<file path="config.mk">
export PLATFORM = sky130hd
export DESIGN_NAME = audio_gain_meter_clipper_core
export DESIGN_NICKNAME = d
export VERILOG_FILES = /design/src/hdl/agmc_pkg.sv /design/src/hdl/agmc_mul.sv /design/src/hdl/agmc_div.sv /design/src/hdl/agmc_sine_rom.sv /design/src/hdl/audio_gain_meter_clipper_core.sv
export SDC_FILE = /design/constraint.sdc
export NUM_CORES = 2
export LEC_CHECK = 0
export BUFFER_PORTS_ARGS = -buffer_cell sky130_fd_sc_hd__buf_2
export CAP_MARGIN = 40
export CELL_PAD_IN_SITES_DETAIL_PLACEMENT = 2
export CELL_PAD_IN_SITES_GLOBAL_PLACEMENT = 2
export CORE_ASPECT_RATIO = 1.2
export CORE_MARGIN = 8
export CORE_UTILIZATION = 40
export CTS_BUF_LIST = sky130_fd_sc_hd__clkbuf_2
export CTS_CLUSTER_SIZE = 28
export DETAILED_ROUTE_END_ITERATION = 7
export PLACE_DENSITY_LB_ADDON = 0.1
export SLEW_MARGIN = 20
export SYNTH_ARGS = -nofsm -noshare
export SYNTH_HDL_FRONTEND = slang
export SYNTH_HIERARCHICAL = 1
export SYNTH_SLANG_ARGS = --single-unit
export TNS_END_PERCENT = 50
</file>
<file path="constraint.sdc">
create_clock -name clk_i -period 10 [get_ports clk_i]
set_clock_uncertainty 0.05 [all_clocks]
set_input_delay 0.5 -clock clk_i [delete_from_list [all_inputs] [get_ports clk_i]]
set_output_delay 0.5 -clock clk_i [all_outputs]
set_load 0.05 [all_outputs]
</file>
<file path="src/hdl/agmc_pkg.sv">
package agmc_pkg;

  localparam int unsigned CHANNELS_DEF   = 6;
  localparam int unsigned SINE_DEPTH_DEF = 256;

  localparam int unsigned GAIN_REGS     = 6;
  localparam int unsigned MODE_SOFT_BIT = 6;
  localparam int unsigned SAMPLE_W      = 16;
  localparam int unsigned Y_W           = 21;
  localparam int unsigned POWER_W       = 32;
  localparam int unsigned MUL_A_W       = 33;
  localparam int unsigned MUL_B_W       = 21;
  localparam int unsigned MUL_P_W       = MUL_A_W + MUL_B_W;
  localparam int unsigned RECIP_SHIFT   = 23;

  localparam logic [2:0]  REG_MODE     = 3'd6;
  localparam logic [2:0]  REG_FORGET   = 3'd7;
  localparam logic [15:0] GAIN_RESET   = 16'd4096;
  localparam logic [6:0]  MODE_RESET   = 7'd63;
  localparam logic [15:0] FORGET_RESET = 16'd129;

  localparam logic [15:0] HALF_PI_Q15 = 16'd51472;
  localparam logic [63:0] HALF_PI_Q30 = 64'd1686629713;
  localparam logic [63:0] ONE_Q30     = 64'd1 << 30;

  typedef enum logic [3:0] {
    ST_IDLE,
    ST_SQX,
    ST_GAIN,
    ST_SQY,
    ST_METER,
    ST_DECAY,
    ST_DSUM,
    ST_CLIP,
    ST_KDIV,
    ST_KWAIT,
    ST_ROM,
    ST_SIGN,
    ST_OUT
  } state_e;

endpackage

</file>
<file path="src/hdl/agmc_mul.sv">
module agmc_mul import agmc_pkg::*; (
  input  logic                       clk_i,
  input  logic signed [MUL_A_W-1:0]  a_i,
  input  logic signed [MUL_B_W-1:0]  b_i,
  output logic signed [MUL_P_W-1:0]  prod_o
);

  logic signed [MUL_P_W-1:0] prod_q;

  always_ff @(posedge clk_i) begin
    prod_q <= MUL_P_W'(a_i) * MUL_P_W'(b_i);
  end

  assign prod_o = prod_q;

endmodule

</file>
<file path="src/hdl/agmc_div.sv">
module agmc_div import agmc_pkg::*; #(
  parameter int unsigned SINE_TABLE_DEPTH = SINE_DEPTH_DEF,
  localparam int unsigned KW = $clog2(SINE_TABLE_DEPTH),
  localparam int unsigned RW = 16 + KW
) (
  input  logic [RW-1:0] dividend_i,
  input  logic [KW-1:0] quot_est_i,
  input  logic [RW-1:0] back_i,
  output logic [KW-1:0] quot_o
);

  logic [RW-1:0] rem;
  logic          fix;

  // reciprocal estimate is exact or one low
  assign rem    = dividend_i - back_i;
  assign fix    = rem >= RW'(HALF_PI_Q15);
  assign quot_o = quot_est_i + KW'(fix);

endmodule

</file>
<file path="src/hdl/agmc_sine_rom.sv">
module agmc_sine_rom import agmc_pkg::*; #(
  parameter int unsigned SINE_TABLE_DEPTH = SINE_DEPTH_DEF,
  localparam int unsigned KW = $clog2(SINE_TABLE_DEPTH)
) (
  input  logic          clk_i,
  input  logic          en_i,
  input  logic [KW-1:0] addr_i,
  output logic [14:0]   data_o
);

  function automatic logic [14:0] sine_entry(input logic [63:0] k);
    logic [63:0] a, a2, t, s, r;
    a  = (k * HALF_PI_Q30) / 64'(SINE_TABLE_DEPTH);
    a2 = (a * a) >> 30;
    t  = ONE_Q30;
    t  = ONE_Q30 - ((a2 * t) >> 30) / 64'd110;
    t  = ONE_Q30 - ((a2 * t) >> 30) / 64'd72;
    t  = ONE_Q30 - ((a2 * t) >> 30) / 64'd42;
    t  = ONE_Q30 - ((a2 * t) >> 30) / 64'd20;
    t  = ONE_Q30 - ((a2 * t) >> 30) / 64'd6;
    s  = (a * t) >> 30;
    r  = (s + 64'd16384) >> 15;
    return (r > 64'd32767) ? 15'h7fff : r[14:0];
  endfunction

  logic [14:0] sine_rom [SINE_TABLE_DEPTH];
  logic [14:0] data_q;

  for (genvar i = 0; i < SINE_TABLE_DEPTH; i++) begin : g_rom
    assign sine_rom[i] = sine_entry(64'(i));
  end

  always_ff @(posedge clk_i) begin
    if (en_i) begin
      data_q <= sine_rom[addr_i];
    end
  end

  assign data_o = data_q;

endmodule

</file>
<file path="src/hdl/audio_gain_meter_clipper_core.sv">
// channel | direction | handshake             | payload
// in      | input     | in_valid_i / in_stall_o   | sample_in_i, channel_i, frame_end_i
// out     | output    | out_valid_o / out_stall_i | sample_out_o, channel_out_o,
//         |           |                           | meter_power_o, max_input_power_o,
//         |           |                           | frame_end_out_o
// cfg     | input     | cfg_valid_i / cfg_ready_o | cfg_index_i, cfg_data_i
//
// an enabled item passes through the multiplier states, adding the decay steps when
// the meter decays and the divide and sine table steps when a soft clip reads the table
// a disabled item goes straight to the output state; one shared multiplier sets the pace
// the output register holds a result while out_stall_i is high; a new item
// is taken only once the previous result sits in that register
// reset clears both meters and loads the register defaults

module audio_gain_meter_clipper_core import agmc_pkg::*; #(
  parameter int unsigned CHANNELS         = CHANNELS_DEF,
  parameter int unsigned SINE_TABLE_DEPTH = SINE_DEPTH_DEF
) (
  input  logic                       clk_i,
  input  logic                       rst_ni,
  input  logic                       in_valid_i,
  output logic                       in_stall_o,
  input  logic signed [SAMPLE_W-1:0] sample_in_i,
  input  logic [2:0]                 channel_i,
  input  logic                       frame_end_i,
  output logic                       out_valid_o,
  input  logic                       out_stall_i,
  output logic signed [SAMPLE_W-1:0] sample_out_o,
  output logic [2:0]                 channel_out_o,
  output logic [POWER_W-1:0]         meter_power_o,
  output logic [POWER_W-1:0]         max_input_power_o,
  output logic                       frame_end_out_o,
  input  logic                       cfg_valid_i,
  output logic                       cfg_ready_o,
  input  logic [2:0]                 cfg_index_i,
  input  logic [15:0]                cfg_data_i
);

  localparam int unsigned KW  = $clog2(SINE_TABLE_DEPTH);
  localparam int unsigned RW  = 16 + KW;
  localparam int unsigned CHW = (CHANNELS > 1) ? $clog2(CHANNELS) : 1;
  localparam logic [63:0] RECIP =
    (64'(SINE_TABLE_DEPTH) << RECIP_SHIFT) / 64'(HALF_PI_Q15);

  state_e state_q, state_d;

  logic [15:0] gain_q [GAIN_REGS];
  logic [6:0]  mode_q;
  logic [15:0] forget_q;
  logic [POWER_W-1:0] meter_q [CHANNELS];
  logic [POWER_W-1:0] maxp_q  [CHANNELS];

  logic signed [SAMPLE_W-1:0] x_q, res_q, res_d;
  logic [2:0]                 ch_q;
  logic                       fe_q, inr_q;
  logic signed [Y_W-1:0]      y_q, y_d;
  logic [POWER_W-1:0]         po_q, po_d;
  logic [48:0]                acc_q, acc_d;
  logic [RW-1:0]              n_q, n_d;
  logic [KW-1:0]              kest_q, kest_d;

  logic                       out_valid_q;
  logic signed [SAMPLE_W-1:0] out_sample_q;
  logic [2:0]                 out_ch_q;
  logic [POWER_W-1:0]         out_meter_q, out_maxp_q;
  logic                       out_fe_q;

  logic signed [MUL_A_W-1:0] mul_a;
  logic signed [MUL_B_W-1:0] mul_b;
  logic signed [MUL_P_W-1:0] prod;

  logic [KW-1:0] k;
  logic          rom_en;
  logic [14:0]   rom_data;

  logic               in_acc, en_in, inr_in, out_load;
  logic [CHW-1:0]     chi;
  logic [POWER_W-1:0] meter_cur, maxp_cur, pin, po_sat;
  logic               max_we, meter_we;
  logic [POWER_W-1:0] meter_wd;
  logic [49:0]        dsum;
  logic signed [Y_W-1:0] mag21;
  logic [15:0]        mag;

  agmc_mul u_mul (
    .clk_i  (clk_i),
    .a_i    (mul_a),
    .b_i    (mul_b),
    .prod_o (prod)
  );

  agmc_div #(.SINE_TABLE_DEPTH(SINE_TABLE_DEPTH)) u_div (
    .dividend_i (n_q),
    .quot_est_i (kest_q),
    .back_i     (prod[RW-1:0]),
    .quot_o     (k)
  );

  agmc_sine_rom #(.SINE_TABLE_DEPTH(SINE_TABLE_DEPTH)) u_rom (
    .clk_i  (clk_i),
    .en_i   (rom_en),
    .addr_i (k),
    .data_o (rom_data)
  );

  assign in_stall_o = state_q != ST_IDLE;
  assign in_acc     = in_valid_i && !in_stall_o;
  assign cfg_ready_o = 1'b1;

  assign inr_in = (channel_i < 3'(GAIN_REGS)) && (32'(channel_i) < CHANNELS);
  assign en_in  = inr_in && mode_q[channel_i];

  assign chi       = ch_q[CHW-1:0];
  assign meter_cur = meter_q[chi];
  assign maxp_cur  = maxp_q[chi];
  assign pin       = prod[37:6];
  assign po_sat    = (|prod[MUL_P_W-1:38]) ? '1 : prod[37:6];
  assign dsum      = {1'b0, acc_q} + {1'b0, prod[48:0]};
  assign mag21     = y_q[Y_W-1] ? -y_q : y_q;
  assign mag       = mag21[15:0];

  always_ff @(posedge clk_i or negedge rst_ni) begin
    if (!rst_ni) begin
      state_q <= ST_IDLE;
    end else begin
      state_q <= state_d;
    end
  end

  always_comb begin
    state_d   = state_q;
    mul_a     = '0;
    mul_b     = '0;
    rom_en    = 1'b0;
    max_we    = 1'b0;
    meter_we  = 1'b0;
    meter_wd  = po_sat;
    out_load  = 1'b0;
    y_d       = y_q;
    po_d      = po_q;
    acc_d     = acc_q;
    res_d     = res_q;
    n_d       = n_q;
    kest_d    = kest_q;
    unique case (state_q)
      ST_IDLE: begin
        if (in_valid_i) begin
          res_d   = sample_in_i;
          state_d = en_in ? ST_SQX : ST_OUT;
        end
      end
      ST_SQX: begin
        mul_a   = MUL_A_W'(x_q);
        mul_b   = MUL_B_W'(x_q);
        state_d = ST_GAIN;
      end
      ST_GAIN: begin
        max_we  = pin > maxp_cur;
        mul_a   = MUL_A_W'(x_q);
        mul_b   = $signed({5'b0, gain_q[ch_q]});
        state_d = ST_SQY;
      end
      ST_SQY: begin
        y_d     = $signed(prod[32:12]);
        mul_a   = MUL_A_W'(y_d);
        mul_b   = y_d;
        state_d = ST_METER;
      end
      ST_METER: begin
        po_d = po_sat;
        if (po_sat > meter_cur) begin
          meter_we = 1'b1;
          state_d  = ST_CLIP;
        end else begin
          mul_a   = $signed({1'b0, meter_cur});
          mul_b   = $signed({4'b0, 17'h10000 - {1'b0, forget_q}});
          state_d = ST_DECAY;
        end
      end
      ST_DECAY: begin
        acc_d   = prod[48:0];
        mul_a   = $signed({1'b0, po_q});
        mul_b   = $signed({5'b0, forget_q});
        state_d = ST_DSUM;
      end
      ST_DSUM: begin
        meter_we = 1'b1;
        meter_wd = dsum[47:16];
        state_d  = ST_CLIP;
      end
      ST_CLIP: begin
        if (mode_q[MODE_SOFT_BIT]) begin
          if (y_q >= $signed(Y_W'(HALF_PI_Q15))) begin
            res_d   = 16'sh7fff;
            state_d = ST_OUT;
          end else if (y_q <= -$signed(Y_W'(HALF_PI_Q15))) begin
            res_d   = -16'sh8000;
            state_d = ST_OUT;
          end else begin
            mul_a   = $signed({17'b0, mag});
            mul_b   = MUL_B_W'(SINE_TABLE_DEPTH);
            state_d = ST_KDIV;
          end
        end else begin
          if (y_q > $signed(Y_W'(32767))) begin
            res_d = 16'sh7fff;
          end else if (y_q < -$signed(Y_W'(32768))) begin
            res_d = -16'sh8000;
          end else begin
            res_d = y_q[15:0];
          end
          state_d = ST_OUT;
        end
      end
      ST_KDIV: begin
        n_d     = prod[RW-1:0];
        mul_a   = $signed({17'b0, mag});
        mul_b   = MUL_B_W'(RECIP);
        state_d = ST_KWAIT;
      end
      ST_KWAIT: begin
        kest_d  = prod[RECIP_SHIFT +: KW];
        mul_a   = MUL_A_W'(kest_d);
        mul_b   = MUL_B_W'(HALF_PI_Q15);
        state_d = ST_ROM;
      end
      ST_ROM: begin
        rom_en  = 1'b1;
        state_d = ST_SIGN;
      end
      ST_SIGN: begin
        res_d   = y_q[Y_W-1] ? -$signed({1'b0, rom_data}) : $signed({1'b0, rom_data});
        state_d = ST_OUT;
      end
      ST_OUT: begin
        if (!out_valid_q || !out_stall_i) begin
          out_load = 1'b1;
          state_d  = ST_IDLE;
        end
      end
      default: state_d = ST_IDLE;
    endcase
  end

  always_ff @(posedge clk_i) begin
    if (in_acc) begin
      x_q   <= sample_in_i;
      ch_q  <= channel_i;
      fe_q  <= frame_end_i;
      inr_q <= inr_in;
    end
    y_q    <= y_d;
    po_q   <= po_d;
    acc_q  <= acc_d;
    res_q  <= res_d;
    n_q    <= n_d;
    kest_q <= kest_d;
  end

  always_ff @(posedge clk_i or negedge rst_ni) begin
    if (!rst_ni) begin
      for (int i = 0; i < GAIN_REGS; i++) begin
        gain_q[i] <= GAIN_RESET;
      end
      mode_q   <= MODE_RESET;
      forget_q <= FORGET_RESET;
    end else if (cfg_valid_i && cfg_ready_o) begin
      if (cfg_index_i < 3'(GAIN_REGS)) begin
        gain_q[cfg_index_i] <= cfg_data_i;
      end else if (cfg_index_i == REG_MODE) begin
        mode_q <= cfg_data_i[6:0];
      end else if (cfg_index_i == REG_FORGET) begin
        forget_q <= cfg_data_i;
      end
    end
  end

  always_ff @(posedge clk_i or negedge rst_ni) begin
    if (!rst_ni) begin
      for (int i = 0; i < CHANNELS; i++) begin
        meter_q[i] <= '0;
        maxp_q[i]  <= '0;
      end
    end else begin
      if (meter_we) begin
        meter_q[chi] <= meter_wd;
      end
      if (max_we) begin
        maxp_q[chi] <= pin;
      end
    end
  end

  always_ff @(posedge clk_i or negedge rst_ni) begin
    if (!rst_ni) begin
      out_valid_q <= 1'b0;
    end else if (out_load) begin
      out_valid_q <= 1'b1;
    end else if (!out_stall_i) begin
      out_valid_q <= 1'b0;
    end
  end

  always_ff @(posedge clk_i) begin
    if (out_load) begin
      out_sample_q <= res_q;
      out_ch_q     <= ch_q;
      out_meter_q  <= inr_q ? meter_cur : '0;
      out_maxp_q   <= inr_q ? maxp_cur : '0;
      out_fe_q     <= fe_q;
    end
  end

  assign out_valid_o       = out_valid_q;
  assign sample_out_o      = out_sample_q;
  assign channel_out_o     = out_ch_q;
  assign meter_power_o     = out_meter_q;
  assign max_input_power_o = out_maxp_q;
  assign frame_end_out_o   = out_fe_q;

`ifndef SYNTHESIS
  a_busy_after_accept: assert property (@(posedge clk_i) disable iff (!rst_ni)
    in_acc |=> in_stall_o)
    else $error("item accepted but block not busy");

  a_decay_no_rise: assert property (@(posedge clk_i) disable iff (!rst_ni)
    (state_q == ST_DSUM) |-> (dsum[47:16] <= meter_cur))
    else $error("meter decay raised the meter");

  a_max_monotonic: assert property (@(posedge clk_i) disable iff (!rst_ni)
    (state_q == ST_GAIN) |=> (maxp_q[chi] >= $past(maxp_cur)))
    else $error("max power fell");

  a_index_in_table: assert property (@(posedge clk_i) disable iff (!rst_ni)
    (state_q == ST_ROM) |-> (32'(k) < SINE_TABLE_DEPTH))
    else $error("sine index beyond table");

  a_load_only_when_free: assert property (@(posedge clk_i) disable iff (!rst_ni)
    out_load |-> (!out_valid_q || !out_stall_i))
    else $error("output overwritten while stalled");
`endif

endmodule

</file>
==> impl_metrics.csv <==
group,metric,value,unit
logic_synthesis,syn-num-nets,7849,
clocking,cts-root-buf,"clkbuf_2",
layout,finalInstanceArea,84500,µm²
floorplanning,dieArea,185000,µm²
timing,fmax,88.2,MHz
worst_setup_path,cp_data_required_time,11.43,ns
floorplanning,die_w,394,µm
logic_synthesis,ys_types,102,
logic_synthesis,netlist_instances,6826,
layout,drive_above_1_share,29.0,%
route,via_per_inst,6.06,
clocking,h-tree-depth,4,
grt,grt_pass1_vias,68900,
timing,slew_headroom,17.7,%
timing,setup-violations-final,42,
timing,worstMarginPinSlew,1.23,ns
route,wl,345000,µm
worst_setup_path,r2r_cells,52,
hold_path,hold_class,"in2reg",
placement,place_ws,-1.12,ns
logic_synthesis,yosysSeqAreaShare,32.0,%
floorplanning,initial_core_util,40.2,%
worst_setup_path,r2r_end,"u_mul/prod_o[46]",
clocking,max-clock-path-buffers,3,
route,via_count,61700,
grt,grt_pass1_wl,464000,µm
worst_setup_path,critPathMaxFanout,4,
worst_setup_path,crit_type,"reg2reg",
timing,rsz0062_at_grt,"true",
worst_setup_path,slowest_stage,"fa_2",
floorplanning,coreArea,170000,µm²
logic_synthesis,synth_edf_count,269,
timing,maxSlewViolCount,0,
timing,finalCritPeriodShare,113,%
route,route.detailed.drc,0,
logic_synthesis,syn_area_per_cell,10.0,µm²
worst_setup_path,end_kind,"register",
status,violations,"setup timing",
worst_setup_path,slowest_delay,0.58,ns
grt,antenna_found_initial,26,
worst_setup_path,path_delay_family,"adder cells",
logic_synthesis,ys.flop_type,"dfrtp_1",
worst_setup_path,cp.arrival,12.77,ns
layout,fin_util,49.6,%
grt,grt_max_degree,145,
clocking,clock_sinks,831,
floorplanning,rows,166,
timing,holdWs,0.249,ns
clocking,cts_tree,"built",
logic_synthesis,synth-seq-cells,831,
route,drtPass1Iterations,7,
status,status,"complete, but fails checks",
logic_synthesis,netlist_area,68500,µm²
hold_path,hold-path-cell-count,3,
layout,num-nets-final,8762,
worst_setup_path,cp_num_buf_inv,22,
placement,place.gp.congestion,0.921,
placement,dpl-instance-area,76700,µm²
route,ant_nets,0,
route,post_drt_wl_per_cell,33.9,µm
grt,track_usage,32.9,%
route,drtIter0Drc,5235,
worst_setup_path,r2r-start,"ch_q[1]",
placement,placement.io_buffers,129,
floorplanning,io_pins,131,
worst_setup_path,cp-start-kind,"register",
clocking,numCtsBuffers,200,
clocking,clk_pin_slew,0.13,ns
grt,overflow,0,
flow_run,cap_viol_max_count,0,
timing,min_period,11.34,ns
worst_setup_path,path_depth,52,
logic_synthesis,yosysWarningCount,6,
floorplanning,die_y,469,µm
placement,dpl.hpwl,208000,µm
worst_setup_path,r2r_slack,-1.34,ns
layout,area_delta_synth_final,23.3,%
hold_path,holdPathEnd,"ch_q[0]",
logic_synthesis,async_flop_share,61.1,%
timing,fin_ws,-1.34,ns
timing,hold_violations,0,
clocking,clk_latency,1.66,ns
hold_path,hp-start,"channel_i[0]",
==> repair_timing <==
| action | CTS | global route |
|---|---|---|
| setup endpoints to repair | 41 | 44 |
| hold buffers | 109 | 0 |
| endpoints found under the hold margin | 720 | 0 |
| gates cloned | 14 | 0 |
| pin swaps | 255 | 179 |
| setup buffers | 142 | 56 |
| gates resized for setup | 324 | 248 |
==> final cells by class <==
class	instances	area, µm²
inverter	920	3460
timing repair buffer	1140	10600
sequential	831	21900
fill	17500	85800
clock buffer	300	1500
clock inverter	64	394
antenna	16	40.0
tap	2268	2840
multi-input combinational	4646	43800
==> kinds of logic after synthesis <==
group | count (synthesis) | share of synthesized area [%]
xor+xnor | 142 | 1.83
fa+ha+maj | 979 | 25.4
mux | 432 | 7.26
compound gates | 1305 | 12.9
buf+inv | 1349 | 7.85
simple gates | 1787 | 12.8
flops | 831 | 32.0
other cells | 1 | 0.00547
==> through the flow <==
step	setup TNS, ns	cells
after floorplan	0	6826
after global placement	-14.87	9471
after detailed placement	-27.51	9489
after CTS	-5.35	10100
after global routing	-49.11	10200
final	-39.42	10200
==> layout by cell type, fill, tap and decap left out, types with 27 or more instances in the layout <==
master and instances:
inv_1 847, nand2_1 744, buf_4 685, fa_1 661, dfrtp_1 494, mux2_2 381, clkbuf_2 300, and2_1 276
edfxtp_1 269, ha_1 243, a21oi_1 230, o21ai_0 220, a22oi_1 190, nor2_1 181, buf_2 137, buf_12 112
dlygate4sd3_1 108, nand3_1 85, a21o_1 81, nor2b_1 71, inv_2 70, xnor2_1 63, buf_6 62, xor2_1 61
dfxtp_1 54, nand2b_1 53, nor3_1 49, a221oi_1 47, nand4_1 47, clkinv_1 46, o211ai_1 44, ha_4 44
and2_4 43, a31oi_1 41, a211oi_1 38, or2_2 37, fa_2 27
==> tightest hold or removal path, stage by stage <==
cell and delay, ns:
dlygate4sd3_1 0.54, buf_2 0.18, dlygate4sd3_1 0.56
==> sequential cells by signal, summed over array words and instances (netlist names), 4 cells and up <==
register	cells
acc_q	48
forget_q	16
gain_q	96
kest_q	8
max_input_power_o	32
maxp_q	192
meter_power_o	32
meter_q	192
mode_q	7
n_q	24
po_q	32
res_q	16
sample_out_o	16
state_q	4
u_mul/prod_o	54
u_rom/data_o	15
x_q	16
y_q	21
==> cell usage after synthesis (57+ instances only) <==
library cell / n / share of area (%)
ha_1: 291 / 5.3
and2_1: 319 / 2.9
clkbuf_1: 306 / 1.7
a22oi_1: 203 / 2.2
nor2b_1: 74 / 0.68
nand2b_1: 60 / 0.55
dfrtp_1: 494 / 18
nor3_1: 58 / 0.42
nand3_1: 102 / 0.75
o21ai_0: 269 / 2.0
nor2_1: 196 / 1.1
inv_1: 913 / 5.0
a21oi_1: 264 / 1.9
a21o_1: 81 / 0.89
nand2_1: 769 / 4.2
xor2_1: 65 / 0.83
edfxtp_1: 269 / 12
a221oi_1: 57 / 0.73
xnor2_1: 76 / 0.97
mux2_2: 381 / 6.3
fa_1: 688 / 20
==> per-layer routing <==
metal  GRT usage (%)  routed length [µm]  up-vias
li1                -                   -    24900
met4            18.6               28200       10
met3            6.00               23700     1333
met1            38.0              124000    32300
met5               0                  63        -
met2            57.4              169000     3122
==> worst max path at each step <==
| stage | from | slack (ns) | endpoint |
|---|---|---|---|
| global route | ch_q[1] | -1.57 | u_mul/prod_o[46] |
| CTS | ch_q[1] | -0.32 | u_mul/prod_o[51] |
| detailed placement | ch_q[1] | -1.12 | u_mul/prod_o[47] |
| finish | ch_q[1] | -1.34 | u_mul/prod_o[46] |
| floorplan | ch_q[2] | 0.04 | u_mul/prod_o[51] |
| global placement | ch_q[1] | -0.74 | u_mul/prod_o[53] |
Power is left out: the tool's default activity adds up to more than one toggle a clock period on the data nets, which glitch-free logic cannot reach.
